[src/hdl/udp_checksum_verify_engine_macros.svh]
// Assertion helpers shared by the engine's modules.
`ifndef UDP_CHECKSUM_VERIFY_ENGINE_MACROS_SVH
`define UDP_CHECKSUM_VERIFY_ENGINE_MACROS_SVH

// Same-cycle implication, disabled while reset is low.
`define UCV_ASSERT_SAME(label, clk, rst_n, ante, cons, msg) \
  label: assert property (@(posedge clk) disable iff (!(rst_n)) (ante) |-> (cons)) \
    else $error(msg);

// Next-cycle implication, disabled while reset is low.
`define UCV_ASSERT_NEXT(label, clk, rst_n, ante, cons, msg) \
  label: assert property (@(posedge clk) disable iff (!(rst_n)) (ante) |=> (cons)) \
    else $error(msg);

`endif

[src/hdl/ucv_pkg.sv]
package ucv_pkg;

  typedef struct packed {
    logic ip_version;
    logic direction;
  } ucv_cfg_t;

  // One classified word on its way from front to back.
  typedef struct packed {
    logic [15:0] val;        // contribution to the sum after masking
    logic [15:0] extra;      // folded protocol plus length, used on last only
    logic        last;
    logic        length_ok;
    logic        rc_pass;    // IPv4 with received checksum of zero
  } ucv_entry_t;

  localparam logic        OpAddr       = 1'b0;
  localparam logic        OpData       = 1'b1;
  localparam logic        DirTx        = 1'b0;
  localparam logic        DirRx        = 1'b1;
  localparam logic        IpV4         = 1'b0;
  localparam logic        IpV6         = 1'b1;
  localparam logic        RegIpVersion = 1'b0;
  localparam logic        RegDirection = 1'b1;

  localparam logic [15:0] UdpProtocol      = 16'd17;
  localparam logic [16:0] MinUdpLength     = 17'd8;
  localparam logic [16:0] MaxDatagramBytes = 17'd65535;
  localparam logic [16:0] ByteCountSat     = MaxDatagramBytes + 17'd1;
  localparam logic [16:0] OffsetLength     = 17'd4;
  localparam logic [16:0] OffsetChecksum   = 17'd6;
  localparam logic [1:0]  BytesOne         = 2'd1;

  localparam int QueueDepth = 2;

  // Ones'-complement add with end-around carry.
  function automatic logic [15:0] oc_add(input logic [15:0] a, input logic [15:0] b);
    logic [16:0] s;
    s = {1'b0, a} + {1'b0, b};
    return s[15:0] + {15'b0, s[16]};
  endfunction

endpackage

[src/hdl/ucv_in_if.sv]
interface ucv_in_if;
  logic        valid;
  logic        ready;
  logic        opcode;
  logic [15:0] word;
  logic [1:0]  bytes_valid;
  logic        last;

  modport source (output valid, opcode, word, bytes_valid, last, input ready);
  modport sink   (input valid, opcode, word, bytes_valid, last, output ready);
endinterface

[src/hdl/ucv_out_if.sv]
interface ucv_out_if;
  logic        valid;
  logic        ready;
  logic [15:0] checksum;
  logic [15:0] tx_checksum;
  logic        length_ok;
  logic        checksum_ok;
  logic        accept;

  modport source (output valid, checksum, tx_checksum, length_ok, checksum_ok, accept,
                  input ready);
  modport sink   (input valid, checksum, tx_checksum, length_ok, checksum_ok, accept,
                  output ready);
endinterface

[src/hdl/ucv_fifo.sv]
`include "udp_checksum_verify_engine_macros.svh"

module ucv_fifo (
  input  logic                clk_i,
  input  logic                rst_ni,
  input  logic                push_i,
  input  ucv_pkg::ucv_entry_t data_i,
  output logic                ready_o,
  input  logic                pop_i,
  output logic                valid_o,
  output ucv_pkg::ucv_entry_t data_o
);
  import ucv_pkg::*;

  localparam int PtrW = (QueueDepth > 1) ? $clog2(QueueDepth) : 1;
  localparam int CntW = $clog2(QueueDepth + 1);
  localparam logic [CntW-1:0] Full = CntW'(QueueDepth);
  localparam logic [PtrW-1:0] LastPtr = PtrW'(QueueDepth - 1);

  ucv_entry_t          mem_q [QueueDepth];
  logic [PtrW-1:0]     wr_ptr_q, wr_ptr_d;
  logic [PtrW-1:0]     rd_ptr_q, rd_ptr_d;
  logic [CntW-1:0]     count_q, count_d;

  assign ready_o = (count_q != Full);
  assign valid_o = (count_q != '0);
  assign data_o  = mem_q[rd_ptr_q];

  always_comb begin
    wr_ptr_d = wr_ptr_q;
    rd_ptr_d = rd_ptr_q;
    count_d  = count_q;
    if (push_i) begin
      wr_ptr_d = (wr_ptr_q == LastPtr) ? '0 : wr_ptr_q + PtrW'(1);
    end
    if (pop_i) begin
      rd_ptr_d = (rd_ptr_q == LastPtr) ? '0 : rd_ptr_q + PtrW'(1);
    end
    if (push_i && !pop_i) begin
      count_d = count_q + CntW'(1);
    end else if (pop_i && !push_i) begin
      count_d = count_q - CntW'(1);
    end
  end

  always_ff @(posedge clk_i or negedge rst_ni) begin
    if (!rst_ni) begin
      wr_ptr_q <= '0;
      rd_ptr_q <= '0;
      count_q  <= '0;
    end else begin
      wr_ptr_q <= wr_ptr_d;
      rd_ptr_q <= rd_ptr_d;
      count_q  <= count_d;
    end
  end

  always_ff @(posedge clk_i) begin
    if (push_i) begin
      mem_q[wr_ptr_q] <= data_i;
    end
  end

  `UCV_ASSERT_SAME(a_no_overflow, clk_i, rst_ni, push_i, count_q != Full, "queue overflow")
  `UCV_ASSERT_SAME(a_no_underflow, clk_i, rst_ni, pop_i, count_q != '0, "queue underflow")
  `UCV_ASSERT_NEXT(a_count_up, clk_i, rst_ni, push_i && !pop_i, count_q == $past(count_q) + CntW'(1), "count did not advance")
endmodule

[src/hdl/ucv_front.sv]
module ucv_front (
  input  logic                clk_i,
  input  logic                rst_ni,
  input  ucv_pkg::ucv_cfg_t   cfg_i,
  ucv_in_if.sink              in_i,
  input  logic                q_ready_i,
  output logic                push_o,
  output ucv_pkg::ucv_entry_t entry_o
);
  import ucv_pkg::*;

  logic [16:0] byte_count_q, byte_count_d;
  logic [15:0] header_length_q, header_length_d;
  logic [15:0] received_checksum_q, received_checksum_d;

  logic [16:0] pos;
  logic [16:0] count_sum;
  logic [16:0] len;
  logic [16:0] ext_sum;
  logic [15:0] val;
  logic [15:0] kept;
  logic        one_byte;
  logic        lok_rx;
  logic        lok_tx;

  assign in_i.ready = q_ready_i;
  assign push_o     = in_i.valid && q_ready_i;

  always_comb begin
    pos                 = byte_count_q;
    one_byte            = (in_i.bytes_valid == BytesOne);
    val                 = one_byte ? {in_i.word[15:8], 8'h00} : in_i.word;
    kept                = in_i.word;
    byte_count_d        = byte_count_q;
    header_length_d     = header_length_q;
    received_checksum_d = received_checksum_q;
    count_sum           = pos + (one_byte ? 17'd1 : 17'd2);

    if (in_i.opcode == OpData) begin
      kept = val;
      if (pos == OffsetLength) begin
        header_length_d = val;
      end else if (pos == OffsetChecksum) begin
        received_checksum_d = val;
      end
      // Drop receive bytes that lie past the header length.
      if (cfg_i.direction == DirRx && pos >= OffsetChecksum) begin
        kept[15:8] = (pos < {1'b0, header_length_q}) ? val[15:8] : 8'h00;
        kept[7:0]  = ((pos + 17'd1) < {1'b0, header_length_q}) ? val[7:0] : 8'h00;
      end
      byte_count_d = (count_sum > ByteCountSat) ? ByteCountSat : count_sum;
    end

    len     = (cfg_i.direction == DirRx) ? {1'b0, header_length_d} : byte_count_d;
    ext_sum = {1'b0, UdpProtocol} + {1'b0, len[15:0]} + {16'b0, len[16]};

    lok_rx = ({1'b0, header_length_d} >= MinUdpLength) &&
             ({1'b0, header_length_d} <= byte_count_d) &&
             ({1'b0, header_length_d} <= MaxDatagramBytes) &&
             (byte_count_d <= MaxDatagramBytes);
    lok_tx = (byte_count_d >= MinUdpLength) && (byte_count_d <= MaxDatagramBytes);

    entry_o.val       = kept;
    entry_o.extra     = ext_sum[15:0] + {15'b0, ext_sum[16]};
    entry_o.last      = in_i.last;
    entry_o.length_ok = (cfg_i.direction == DirRx) ? lok_rx : lok_tx;
    entry_o.rc_pass   = (cfg_i.ip_version == IpV4) && (received_checksum_d == 16'h0000);
  end

  always_ff @(posedge clk_i or negedge rst_ni) begin
    if (!rst_ni) begin
      byte_count_q        <= '0;
      header_length_q     <= '0;
      received_checksum_q <= '0;
    end else if (push_o) begin
      if (in_i.last) begin
        byte_count_q        <= '0;
        header_length_q     <= '0;
        received_checksum_q <= '0;
      end else begin
        byte_count_q        <= byte_count_d;
        header_length_q     <= header_length_d;
        received_checksum_q <= received_checksum_d;
      end
    end
  end
endmodule

[src/hdl/ucv_back.sv]
`include "udp_checksum_verify_engine_macros.svh"

module ucv_back (
  input  logic                clk_i,
  input  logic                rst_ni,
  input  logic                q_valid_i,
  input  ucv_pkg::ucv_entry_t q_data_i,
  output logic                pop_o,
  ucv_out_if.source           out_o
);
  import ucv_pkg::*;

  logic [15:0] acc_q, acc_d;
  logic        valid_q, valid_d;
  logic [15:0] csum_q;
  logic        lok_q;
  logic        cok_q;

  logic [15:0] nsum;
  logic [15:0] fsum;
  logic [15:0] csum;

  // A last word waits only while the result register is still held.
  assign pop_o = q_valid_i && (!q_data_i.last || !valid_q || out_o.ready);

  always_comb begin
    nsum    = oc_add(acc_q, q_data_i.val);
    fsum    = oc_add(nsum, q_data_i.extra);
    csum    = ~fsum;
    acc_d   = acc_q;
    valid_d = valid_q;
    if (out_o.ready) begin
      valid_d = 1'b0;
    end
    if (pop_o) begin
      acc_d = q_data_i.last ? 16'h0000 : nsum;
      if (q_data_i.last) begin
        valid_d = 1'b1;
      end
    end
  end

  always_ff @(posedge clk_i or negedge rst_ni) begin
    if (!rst_ni) begin
      acc_q   <= '0;
      valid_q <= 1'b0;
    end else begin
      acc_q   <= acc_d;
      valid_q <= valid_d;
    end
  end

  always_ff @(posedge clk_i) begin
    if (pop_o && q_data_i.last) begin
      csum_q <= csum;
      lok_q  <= q_data_i.length_ok;
      cok_q  <= (csum == 16'h0000) || q_data_i.rc_pass;
    end
  end

  assign out_o.valid       = valid_q;
  assign out_o.checksum    = csum_q;
  assign out_o.tx_checksum = (csum_q == 16'h0000) ? 16'hFFFF : csum_q;
  assign out_o.length_ok   = lok_q;
  assign out_o.checksum_ok = cok_q;
  assign out_o.accept      = lok_q && cok_q;

  `UCV_ASSERT_NEXT(a_last_gives_result, clk_i, rst_ni, pop_o && q_data_i.last, valid_q && acc_q == 16'h0000, "last word left no result")
endmodule

[src/hdl/udp_checksum_verify_engine.sv]
// A result is registered: its last word is written into the queue and, once popped, sets
// the result register; a result still held at the output can keep that word waiting.
// Throughput: one word per cycle; the two-entry queue and the result register
// stall input only when a last word meets a result still held at the output.
// Reset (rst_ni low, asynchronous): config registers, packet state, queue and
// result valid clear at once; no clearing pass is needed.
module udp_checksum_verify_engine (
  input  logic        clk_i,
  input  logic        rst_ni,
  input  logic        psel,
  input  logic        penable,
  input  logic        pwrite,
  input  logic [2:0]  paddr,
  input  logic [31:0] pwdata,
  output logic [31:0] prdata,
  output logic        pready,
  ucv_in_if.sink      in_i,
  ucv_out_if.source   out_o
);
  import ucv_pkg::*;

  ucv_cfg_t   cfg_q;
  ucv_entry_t push_entry;
  ucv_entry_t pop_entry;
  logic       push;
  logic       pop;
  logic       q_ready;
  logic       q_valid;
  logic       wr_en;

  assign pready = 1'b1;
  assign wr_en  = psel && penable && pwrite;
  assign prdata = (paddr[2] == RegDirection) ? {31'b0, cfg_q.direction}
                                             : {31'b0, cfg_q.ip_version};

  always_ff @(posedge clk_i or negedge rst_ni) begin
    if (!rst_ni) begin
      cfg_q <= '0;
    end else if (wr_en) begin
      if (paddr[2] == RegIpVersion) begin
        cfg_q.ip_version <= pwdata[0];
      end else begin
        cfg_q.direction <= pwdata[0];
      end
    end
  end

  ucv_front u_front (
    .clk_i     (clk_i),
    .rst_ni    (rst_ni),
    .cfg_i     (cfg_q),
    .in_i      (in_i),
    .q_ready_i (q_ready),
    .push_o    (push),
    .entry_o   (push_entry)
  );

  ucv_fifo u_fifo (
    .clk_i   (clk_i),
    .rst_ni  (rst_ni),
    .push_i  (push),
    .data_i  (push_entry),
    .ready_o (q_ready),
    .pop_i   (pop),
    .valid_o (q_valid),
    .data_o  (pop_entry)
  );

  ucv_back u_back (
    .clk_i     (clk_i),
    .rst_ni    (rst_ni),
    .q_valid_i (q_valid),
    .q_data_i  (pop_entry),
    .pop_o     (pop),
    .out_o     (out_o)
  );
endmodule

[src/flat_wrapper.sv]
// flat-port wrapper written by rule: the top's interface ports become plain ports
module udp_checksum_verify_engine_flat import ucv_pkg::*;
  (clk_i, rst_ni, psel, penable, pwrite, paddr, pwdata, prdata, pready, in_i_valid, in_i_opcode, in_i_word, in_i_bytes_valid, in_i_last, in_i_ready, out_o_valid, out_o_checksum, out_o_tx_checksum, out_o_length_ok, out_o_checksum_ok, out_o_accept, out_o_ready);
  ucv_in_if in_i_i ();
  ucv_out_if out_o_i ();
  input  logic clk_i;
  input  logic rst_ni;
  input  logic psel;
  input  logic penable;
  input  logic pwrite;
  input  logic [2:0] paddr;
  input  logic [31:0] pwdata;
  output logic [31:0] prdata;
  output logic pready;
  input wire logic [$bits(in_i_i.valid)-1:0] in_i_valid;
  input wire logic [$bits(in_i_i.opcode)-1:0] in_i_opcode;
  input wire logic [$bits(in_i_i.word)-1:0] in_i_word;
  input wire logic [$bits(in_i_i.bytes_valid)-1:0] in_i_bytes_valid;
  input wire logic [$bits(in_i_i.last)-1:0] in_i_last;
  output wire logic [$bits(in_i_i.ready)-1:0] in_i_ready;
  output wire logic [$bits(out_o_i.valid)-1:0] out_o_valid;
  output wire logic [$bits(out_o_i.checksum)-1:0] out_o_checksum;
  output wire logic [$bits(out_o_i.tx_checksum)-1:0] out_o_tx_checksum;
  output wire logic [$bits(out_o_i.length_ok)-1:0] out_o_length_ok;
  output wire logic [$bits(out_o_i.checksum_ok)-1:0] out_o_checksum_ok;
  output wire logic [$bits(out_o_i.accept)-1:0] out_o_accept;
  input wire logic [$bits(out_o_i.ready)-1:0] out_o_ready;
  assign in_i_i.valid = in_i_valid;
  assign in_i_i.opcode = in_i_opcode;
  assign in_i_i.word = in_i_word;
  assign in_i_i.bytes_valid = in_i_bytes_valid;
  assign in_i_i.last = in_i_last;
  assign in_i_ready = in_i_i.ready;
  assign out_o_valid = out_o_i.valid;
  assign out_o_checksum = out_o_i.checksum;
  assign out_o_tx_checksum = out_o_i.tx_checksum;
  assign out_o_length_ok = out_o_i.length_ok;
  assign out_o_checksum_ok = out_o_i.checksum_ok;
  assign out_o_accept = out_o_i.accept;
  assign out_o_i.ready = out_o_ready;
  udp_checksum_verify_engine u_core (.clk_i(clk_i), .rst_ni(rst_ni), .psel(psel), .penable(penable), .pwrite(pwrite), .paddr(paddr), .pwdata(pwdata), .prdata(prdata), .pready(pready), .in_i(in_i_i), .out_o(out_o_i));
endmodule
[config.mk]
export PLATFORM = sky130hd
export DESIGN_NAME = udp_checksum_verify_engine_flat
export DESIGN_NICKNAME = d
export VERILOG_FILES = /design/src/hdl/ucv_pkg.sv /design/src/hdl/ucv_in_if.sv /design/src/hdl/ucv_out_if.sv /design/src/hdl/ucv_fifo.sv /design/src/hdl/ucv_front.sv /design/src/hdl/ucv_back.sv /design/src/hdl/udp_checksum_verify_engine.sv /design/src/flat_wrapper.sv
export VERILOG_INCLUDE_DIRS = /design/src /design/src/hdl
export SDC_FILE = /design/constraint.sdc
export NUM_CORES = 1
export LEC_CHECK = 0
export ABC_AREA = 1
export BUFFER_PORTS_ARGS = -buffer_cell sky130_fd_sc_hd__buf_4
export CORE_UTILIZATION = 45
export CTS_BUF_LIST = sky130_fd_sc_hd__clkbuf_8 sky130_fd_sc_hd__clkbuf_16
export DETAILED_ROUTE_END_ITERATION = 8
export PLACE_DENSITY = 0.65
export SLEW_MARGIN = 10
export SYNTH_ARGS = -nofsm -noshare
export SYNTH_HDL_FRONTEND = slang
export SYNTH_SLANG_ARGS = --single-unit
[constraint.sdc]
create_clock -name clk_i -period 19.5 [get_ports clk_i]
set_input_delay 1.95 -clock clk_i [delete_from_list [all_inputs] [get_ports clk_i]]
set_output_delay 1.95 -clock clk_i [all_outputs]
set_load 0.05 [all_outputs]
==> metrics, run 1 <==
Top FF cell, synth edfxtp_1; FF/Latch Area 0.00444 sq mm; Leak Pwr approximately 0.0074 uW; multi-input logic area 0.00729 sq mm; CTS resizes 0; DP Worst Slack 11060 ps; outcome finished clean; core area 0.0286 sq mm; largest net degree at the start of global routing 73; routability cong. about 0.90; Post-Route M1 WL 15.8 mm; DRC violations left 0; CTS tree done; total negative slack 0 ps; Max VDD drop 101 uV; Hold Path Stages 2; PortBufs 66; RSZ-0062 raised after global routing no; Setup WS post-layout 11170 ps; DRT iter0 DRCs 754; Worst Path Required 19680 ps; FF-to-FF setup slack 11170 ps; CTS buffer count 17; Clock Latency Late Sink 440 ps; min-delay worst type reg -> reg; Overflow after GRT 0; PwrDens 192 mW/mm^2; filler instances 2882; crit share post-route between 40 and 50%; area grow syn2layout 10.6%; share of the yosys chip area belonging to registers 34.0%; crit end category register; Initial Util 45.7%; reg-to-reg critical path endpoint u_core.u_back.out_o.checksum_ok; die area ~0.030 sq mm; CTS Sinks between 150 and 200; Crit path arrival time 8510 ps; clock buffer depth 2; Max FO, Critical Path 42; critical path's top delay family simple AND/OR/NAND/NOR gates; Layout Skew 20.5 ps; fin util between 50% and 60%; worst setup path start u_core.u_fifo.rd_ptr_q; NumNets Final 2085; vias per cell between 5 and 6; Placed Area between 0.01 and 0.015 sq mm; Buf/Inv on CP 4; routed wl met3 1.17 mm; post-route ant nets 0; EDFF count, synth 88; most frequent cells in the layout nand2_1 (593), inv_1 (276), nand3_1 (138); Die H approximately 170 microns; initial antenna violation count 1; Hold Startpoint u_core.u_front.received_checksum_q[0]; crit start category register; met2 WL approximately 17 mm; Distinct cells, synth 55; highest routed layer met4; hold_buf cts 0; Setup CP Type reg -> reg; dpl hpwl 27.2 mm; DR WL/cell 15.1 microns; Synth Warn # 0; # Max-Cap Violations 0; cell area after synthesis roughly 0.013 sq mm; via count 12000; clock-pin transition on the worst setup and hold timing paths 80 ps; H-tree depth 4; max-slew violations 0; first-pass GRT wire length 57.8 mm; Avg Cell Area, Syn 7.00 sq um; layout cells sized above 1 under 10%; post-layout min period roughly 8300 ps; Pre-antenna DRT Iters 7; vias in the first global route 11600; root buf cell clkbuf_16; post-CTS setup buffer count 0; Hold Path End u_core.u_front.received_checksum_q[0]; Slowest-stage cell, CP inv_1; Final Setup Violations 0; most frequent CP cell nand2_1; Crit path largest cell delay 570 ps; post-synthesis instance total 1868; commonest non-fill, non-tap cell in the layout nand2_1; Reg2Reg Launch Point u_core.u_fifo.rd_ptr_q; Total Routing Usage GR between 20% and 30%; maximum achievable frequency between 100 and 150 MHz; #FFs+latches synth 160; Rel. slew slack 29.1%; row count a little over 60; Worst-Margin Slew 1060 ps; x dimension of the die roughly 170 microns; Finished Cell Area between 0.01 and 0.015 sq mm; I/O Pins approximately 130; final wirelength 35.1 mm; reg2reg path depth 45; Async SR Flop Fraction 45.0%; final hold vios 0
==> worst max-delay path by stage <==
stage | end | slack [ps] | cells after the start
after floorplan | u_core.u_back.out_o.checksum_ok | 12840 | 49
after global placement | u_core.u_back.out_o.checksum_ok | 11210 | 45
after detailed placement | u_core.u_back.out_o.checksum_ok | 11060 | 45
after CTS | u_core.u_back.out_o.checksum_ok | 11040 | 45
after global routing | u_core.u_back.out_o.checksum_ok | 10100 | 45
final | u_core.u_back.out_o.checksum_ok | 11170 | 45
==> cell usage after synthesis (all sizes together) (15+ instances only) <==
cell / instances / area, sq um
inv: 279 / 1050
nand3: 141 / 721
nand2: 627 / 2460
nor3: 15 / 80.1
dfrtp: 72 / 1800
a21oi: 53 / 265
xor2: 32 / 288
clkbuf: 26 / 109
edfxtp: 88 / 2640
o21ai: 95 / 487
o22ai: 34 / 213
buf: 43 / 313
ha: 91 / 1140
nor2: 158 / 698
nand4: 42 / 263
==> where the power goes <==
| part | total (uW) | switching [uW] | internal [uW] | leakage (uW) |
|---|---|---|---|---|
| sequential | 559 | 46.1 | 513 | 0.00180 |
| combinational | 1870 | 1270 | 601 | 0.00526 |
| clock | 345 | 166 | 179 | 0.000297 |
==> per-layer routing <==
layer	track usage, %	up-vias
met5	0	-
li1	-	6130
met3	3.27	52
met2	42.2	251
met1	30.3	5546
met4	9.23	0
==> cell type report <==
type                            instances  share of cell area (%)
Timing Repair Buffer                   81                    4.20
Clock inverter                         14                   0.977
Clock buffer                           18                    3.11
Multi-Input combinational cell       1388                    50.4
Inverter                              281                    7.29
Tap cell                              384                    3.32
Sequential cell                       160                    30.7
Antenna cell                            1                  0.0173
==> through the flow <==
step | hold WS [ps] | std cells | total power (uW)
finish | 491 | 2327 | 2780
global placement | 464 | 2294 | 2400
detailed placement | 474 | 2294 | 2440
floorplan | 448 | 1898 | 1990
global route | 520 | 2326 | 3060
CTS | 493 | 2326 | 2790
==> worst min-delay path: stages (launching register included) <==
cell and delay, ps:
dfrtp_1 350, nand2_1 50, o21ai_0 50
==> flip-flops by register name, indices dropped and copies added, names as in the netlist <==
signal                              count
u_core.u_back.acc_q                    16
u_core.u_front.byte_count_q            17
u_core.cfg_q                            2
u_core.u_front.header_length_q         16
u_core.u_fifo.mem_q                    70
u_core.u_fifo.rd_ptr_q                  1
u_core.u_fifo.count_q                   2
u_core.u_back.out_o.checksum_ok         1
u_core.u_back.out_o.length_ok           1
u_core.u_fifo.wr_ptr_q                  1
u_core.u_back.out_o.checksum           16
u_core.u_back.out_o.valid               1
u_core.u_front.received_checksum_q     16
==> kinds of logic after synthesis <==
group                      after synthesis  share of synthesized area, %
AOI/OAI and AO/OA                      210                          9.05
xor gates and xnor gates                40                          2.73
adders and majority gates               94                          9.16
buffers and inverters                  350                          11.3
DFF                                    160                          34.0
muxes                                    1                        0.0765
other                                    2                        0.0574
and+or+nand+nor                       1011                          33.7
Note: power is estimated with default switching activity, not from simulation.
==> run 2, diff against run 1 <==
Settings changed: ABC_AREA 1 to 0.
Clock period 19.5 ns to 8.41 ns, I/O delays scaled along.
==> run 2 against run 1 <==
Final area down 3.6%. Area after synthesis is 4.8% lower. Sequential share of layout area is 1.2 points higher. Clock skew hardly changed. Register-to-register slack got worse by 11000 ps. Flip-flop and latch count stayed put. Wire length is 5.8% lower. Synthesized cell count is 30% lower. Critical path type unchanged. Critical endpoint unchanged. Largest cell class unchanged. Highest routed layer unchanged.
==> metrics, run 2 <==
vias in the first global route 9678 (-17%); cell area after synthesis 0.0125 sq mm (-4.8%); area leader, netlist edfxtp_1; total stage count of the critical path 36 (-20%); maximum achievable frequency 124 MHz (+3.5%); top-count cell post-synth nand2_1; Setup CP Type reg -> reg; Layout Skew 20.1 ps (-0.390 ps); reg-to-reg critical path endpoint u_core.u_back.out_o.checksum_ok; Crit path arrival time 8330 ps (-180 ps); most frequent CP cell ha_1; Slowest-stage cell, CP or4_1; I/O Pins 132 (unchanged); outcome finished clean; final wirelength 33.0 mm (-5.8%); NumNets Final 1525 (-27%); max-slew violations 0 (unchanged); Distinct cells, synth 98 (+78%); Placed Area 0.0132 sq mm (-4.8%); Async SR Flop Fraction 45.0% (unchanged); PortBufs 66 (unchanged); dpl hpwl 24.5 mm (-9.8%); layout cells sized above 1 16.3% (+6.9 points); post-layout min period 8050 ps (-284 ps); Overflow after GRT 0 (unchanged); Top FF cell, synth edfxtp_1; Die H 168 microns (-2.4%); max FFs per register 70 (unchanged); CTS Sinks 160 (unchanged); critical path's top delay family compound AO/OA/AOI/OAI gates; Total Routing Usage GR 23.6% (-0.67 points); routability cong. 0.932 (+3.2%); Regs by FF count u_core.u_fifo.mem_q: 70 flops, u_core.u_front.byte_count_q: 17 flops; largest net degree at the start of global routing 73 (unchanged); fin util 51.6% (+1.1 points); vias per cell 5.89 (+14%); # diodes 0 (-1); Buf/Inv on CP 1 (-3); Reg2Reg Launch Point u_core.u_fifo.rd_ptr_q; CTS tree done; area grow syn2layout 11.9%; Avg Cell Area, Syn 9.51 sq um (+36%); crit end category register; post-route ant nets 0 (unchanged); Final Setup Violations 0 (unchanged); reg2reg path depth 36 (-20%); Max FO, Critical Path 3 (-93%); Fin Hold WS 501 ps (+9.78 ps); Worst Path Required 8700 ps (-10980 ps); commonest non-fill, non-tap cell in the layout nand2_1; share of the yosys chip area belonging to registers 35.7% (+1.7 points); EDFF count, synth 88 (unchanged); most frequent cells in the layout nand2_1 (116), buf_4 (97), ha_1 (89); via count 10200 (-15%); Largest Register u_core.u_fifo.mem_q; FF-to-FF setup slack 360 ps (-10810 ps); worst setup path start u_core.u_fifo.rd_ptr_q; top cell type's share of synthesized area 21.2% (+1.0 points); # Max-Cap Violations 0 (unchanged); Crit path largest cell delay 500 ps (-70 ps); final cell count without fillers 1723 (-26%); crit start category register; DRT iter0 DRCs 793 (+5.2%); Pre-antenna DRT Iters 5 (-2); CTS buffer count 17 (unchanged); initial antenna violation count 0 (-1); min-delay worst type reg -> reg; Worst-Margin Slew 1150 ps (+90.8 ps); Rel. slew slack 23.2% (-5.9 points); clock-pin transition on the worst setup and hold timing paths 90 ps (about the same); #FFs+latches synth 160 (unchanged); DRC violations left 0 (unchanged); Synth Warn # 0 (unchanged); top cells by count, synth nand2_1 (116), ha_1 (91), edfxtp_1 (88), o21ai_0 (84), nor2_1 (75); row count 60 (-3.2%); Placed Cells incl. Taps 1687 (-26%); final hold vios 0 (unchanged); core area 0.0270 sq mm (-5.6%); H-tree depth 4 (unchanged); die area 0.0284 sq mm (-4.7%); crit share post-route 95.7% (+53 points); x dimension of the die 168 microns (-2.4%); critical path endpoint u_core.u_back.out_o.checksum_ok; Initial Util 46.1% (+0.40 points); first-pass GRT wire length 52.1 mm (-9.8%); clock buffer depth 2 (unchanged); Finished Cell Area 0.0140 sq mm (-3.6%); most area-consuming cells after synthesis edfxtp_1 (21%), dfrtp_1 (14%), ha_1 (9.1%); Clock Latency Late Sink 440 ps (about the same); root buf cell clkbuf_16; post-synthesis instance total 1310 (-30%); DR WL/cell 19.2 microns (+27%)
[run 2: cell types whose count changed after synthesis, moves of 15 or more]
cell | before | now
a21o_1 | 3 | 20
nand2_1 | 593 | 116
nand4_1 | 42 | 27
mux2_2 | 0 | 35
nand2b_1 | 0 | 31
nand2_2 | 30 | 0
xnor2_1 | 8 | 61
o21a_1 | 0 | 28
nor2_1 | 138 | 75
inv_1 | 275 | 74
nand3_1 | 138 | 24
a22oi_1 | 1 | 20
o22ai_1 | 34 | 19
[run 2: layout make-up]
cell class	count	area (sq um)
clock buffers	17	425
clock inverters	15	204
fillers	2516	13100
inverters	74	278
multi-input cells	1018	7430
flip-flops and latches	160	4440
well taps	341	427
repair buffers	98	739
[run 2: logic make-up after synthesis]
group	after synthesis	share of synthesized area, %
flip-flops	160	35.7
XOR/XNOR	111	8.47
multiplexers	45	3.97
other	2	0.0603
AO/OA/AOI/OAI	330	19.1
AND/OR/NAND/NOR	406	16.9
buffers and inverters	162	6.21
adder cells (fa/ha/maj)	94	9.62
[run 2: per-layer routing]
layer	share of wire [%]	track usage [%]	vias up
li1	-	-	4878
met1	44	30.7	4869
met2	47	39.0	325
met3	5.2	4.30	80
met4	3.1	8.50	0
met5	0	0	-
[run 2: worst min-delay path, cell delays in order, from the launching register on]
cell and delay [ps]:
dfrtp_1 350, nand2_1 50, o21ai_0 70
[run 2: metrics by stage]
stage / TNS (ps) / setup WS [ps]
3_5_place_dp: 0 / 178
6_report: 0 / 361
4_1_cts: 0 / 114
2_1_floorplan: 0 / 28.6
3_3_place_gp: 0 / 194
5_1_grt: -38.9 / -38.9
[run 2: repair_timing]
item / CTS / global route
setup endpoints to repair: 0 / 4
buffers inserted: 0 / 4
hold buffers: 0 / 0
resized for setup: 0 / 18
[run 2: how the worst min path moves through the flow]
stage | startpoint | endpoint | slack [ps] | depth (start not counted)
after CTS | u_core.u_back.acc_q[12] | u_core.u_back.acc_q[12] | 500 | 2
after floorplan | u_core.u_back.acc_q[12] | u_core.u_back.acc_q[12] | 460 | 2
after detailed placement | u_core.u_back.acc_q[12] | u_core.u_back.acc_q[12] | 490 | 2
final | u_core.u_back.acc_q[12] | u_core.u_back.acc_q[12] | 500 | 2
after global routing | u_core.u_front.received_checksum_q[7] | u_core.u_front.received_checksum_q[7] | 540 | 2
after global placement | u_core.u_back.acc_q[12] | u_core.u_back.acc_q[12] | 470 | 2
Power of run 2 is left out: the tool's default activity adds up to more than one toggle a clock period on the data nets, which glitch-free logic cannot reach.
==> run 3, diff against run 2 <==
Settings changed: PLACE_DENSITY 0.65 to 0.66.
==> run 3 against run 2 <==
Cell count unchanged. Register-to-register slack improved by 90 ps. Core utilization down 0.079 points. Global-route usage up 0.47 points. Critical path depth rose by 1. Maximum frequency is 1.1% higher. Largest cell class unchanged. First-iteration DRC count grew 1.9%. Critical path type unchanged. Non-clock buffer count stayed put.
==> metrics, run 3 (synthesized netlist as in run 2, its figures left out) <==
DR WL/cell 19.3 microns (+0.79%); CTS tree done; core area 0.0270 sq mm (unchanged); Worst Path Required 8690 ps (about the same); row count 60 (unchanged); FF-to-FF setup slack 450 ps (+90 ps); Layout Skew 11.7 ps (-8.40 ps); fin util 51.5% (-0.079 points); met3 demand-to-capacity share in global routing 3.64% (-0.66 points); post-route ant nets 0 (unchanged); Total Routing Usage GR 24.0% (+0.47 points); Finished Cell Area 0.0139 sq mm (-0.15%); I/O Pins 132 (unchanged); met1 Use GR 32.5% (+1.8 points); post-layout min period 7960 ps (-86.9 ps); Crit path arrival time 8240 ps (-90 ps); Placed Area 0.0132 sq mm (+0.19%); PortBufs 66 (unchanged); # diodes 0 (unchanged); Overflow after GRT 0 (unchanged); initial antenna violation count 0 (unchanged); Rel. slew slack 24.1% (+0.91 points); CTS buffer count 17 (unchanged); max-slew violations 0 (unchanged); critical path's top delay family compound AO/OA/AOI/OAI gates; Initial Util 46.1% (unchanged); most frequent CP cell ha_1; area grow syn2layout 11.8%; vias in the first global route 9723 (+0.46%); Clock Latency Late Sink 440 ps (about the same); hold_buf cts 0 (unchanged); CTS Sinks 160 (unchanged); largest net degree at the start of global routing 73 (unchanged); Final Setup Violations 0 (unchanged); Crit path largest cell delay 520 ps (+20 ps); Setup CP Type reg -> reg; die area 0.0284 sq mm (unchanged); x dimension of the die 168 microns (unchanged); crit start category register; DRT iter0 DRCs 808 (+1.9%); layout cells sized above 1 16.2% (-0.072 points); most frequent cells in the layout nand2_1 (116), buf_4 (96), ha_1 (88), edfxtp_1 (88), o21ai_0 (81); first-pass GRT wire length 53.2 mm (+2.0%); final wirelength 33.3 mm (+0.79%); Slowest-stage cell, CP or4_1; outcome finished clean; Pre-antenna DRT Iters 5 (unchanged); maximum achievable frequency 126 MHz (+1.1%); Worst-Margin Slew 1140 ps (-13.6 ps); crit end category register; clock buffer depth 2 (unchanged); min-delay worst type reg -> reg; dpl hpwl 24.9 mm (+1.4%); clock-pin transition on the worst setup and hold timing paths 80 ps (about the same); via count 10100 (-0.13%); Largest Register u_core.u_fifo.mem_q; final hold vios 0 (unchanged); routability cong. 0.912 (-2.2%); Regs by FF count u_core.u_fifo.mem_q: 70 flops, u_core.u_front.byte_count_q: 17 flops; # Max-Cap Violations 0 (unchanged); Buf/Inv on CP 3 (+2); met2 Track Usage GR 39.8% (+0.74 points); vias per cell 5.88 (-0.13%); DRC violations left 0 (unchanged); max FFs per register 70 (unchanged); NumNets Final 1525 (unchanged); root buf cell clkbuf_16; Die H 168 microns (unchanged); H-tree depth 4 (unchanged); total negative slack 0 ps (unchanged); crit share post-route 94.7% (-1.0 points); Max FO, Critical Path 7 (+4); busiest grt layer met2; commonest non-fill, non-tap cell in the layout nand2_1
[run 3: metal layers]
| layer | up-vias | part of all wire, % |
|---|---|---|
| met2 | 314 | 47 |
| met4 | 0 | 2.3 |
| met1 | 4906 | 46 |
| li1 | 4871 | - |
| met3 | 48 | 4.7 |
| met5 | - | 0 |
[run 3: metrics by stage]
| step | std cells | hold slack, ps | setup slack [ps] |
|---|---|---|---|
| 6_report | 1723 | 501 | 448 |
| 2_1_floorplan | 1340 | 456 | 28.6 |
| 4_1_cts | 1720 | 506 | 42.7 |
| 3_5_place_dp | 1688 | 485 | -16.3 |
| 3_3_place_gp | 1688 | 472 | 136 |
| 5_1_grt | 1723 | 531 | -17.6 |
[run 3: repair_timing]
action / 4_1_cts / 5_1_grt
hold endpoints to repair: 0 / 0
endpoints found under the setup margin: 1 / 5
buffers inserted: 0 / 3
resized for setup: 1 / 22
pin swaps: 0 / 10
cloned: 0 / 0
[run 3: final timing paths]
check                                        startpoint                         endpoint  cells after the start
max in group asynchronous                        rst_ni   u_core.u_front.byte_count_q[6]                      1
worst min-delay path            u_core.u_back.acc_q[12]          u_core.u_back.acc_q[12]                      2
min in group asynchronous                        rst_ni         u_core.u_fifo.count_q[0]                      1
worst max-delay path             u_core.u_fifo.rd_ptr_q  u_core.u_back.out_o.checksum_ok                     37
worst max register to register   u_core.u_fifo.rd_ptr_q  u_core.u_back.out_o.checksum_ok                     37
worst min register to register  u_core.u_back.acc_q[12]          u_core.u_back.acc_q[12]                      2
[run 3: layout make-up]
cell class | instances | area [sq um]
timing repair buffer | 98 | 752
clock buffer | 19 | 464
clock inverter | 13 | 101
tap | 341 | 427
multi-input combinational | 1018 | 7460
sequential | 160 | 4440
inverter | 74 | 278
fill | 2445 | 13100
[run 3: worst reg2reg max path: cells and delay by family, from the launching register on]
family,cells,cell delay [ps]
multiplexers,1,360
buffers and inverters,3,300
AND/OR/NAND/NOR,8,1850
flip-flops,1,370
AO/OA/AOI/OAI,18,3010
XOR/XNOR,1,200
adder cells (fa/ha/maj),6,1720
Power of run 3 is left out for the same reason.
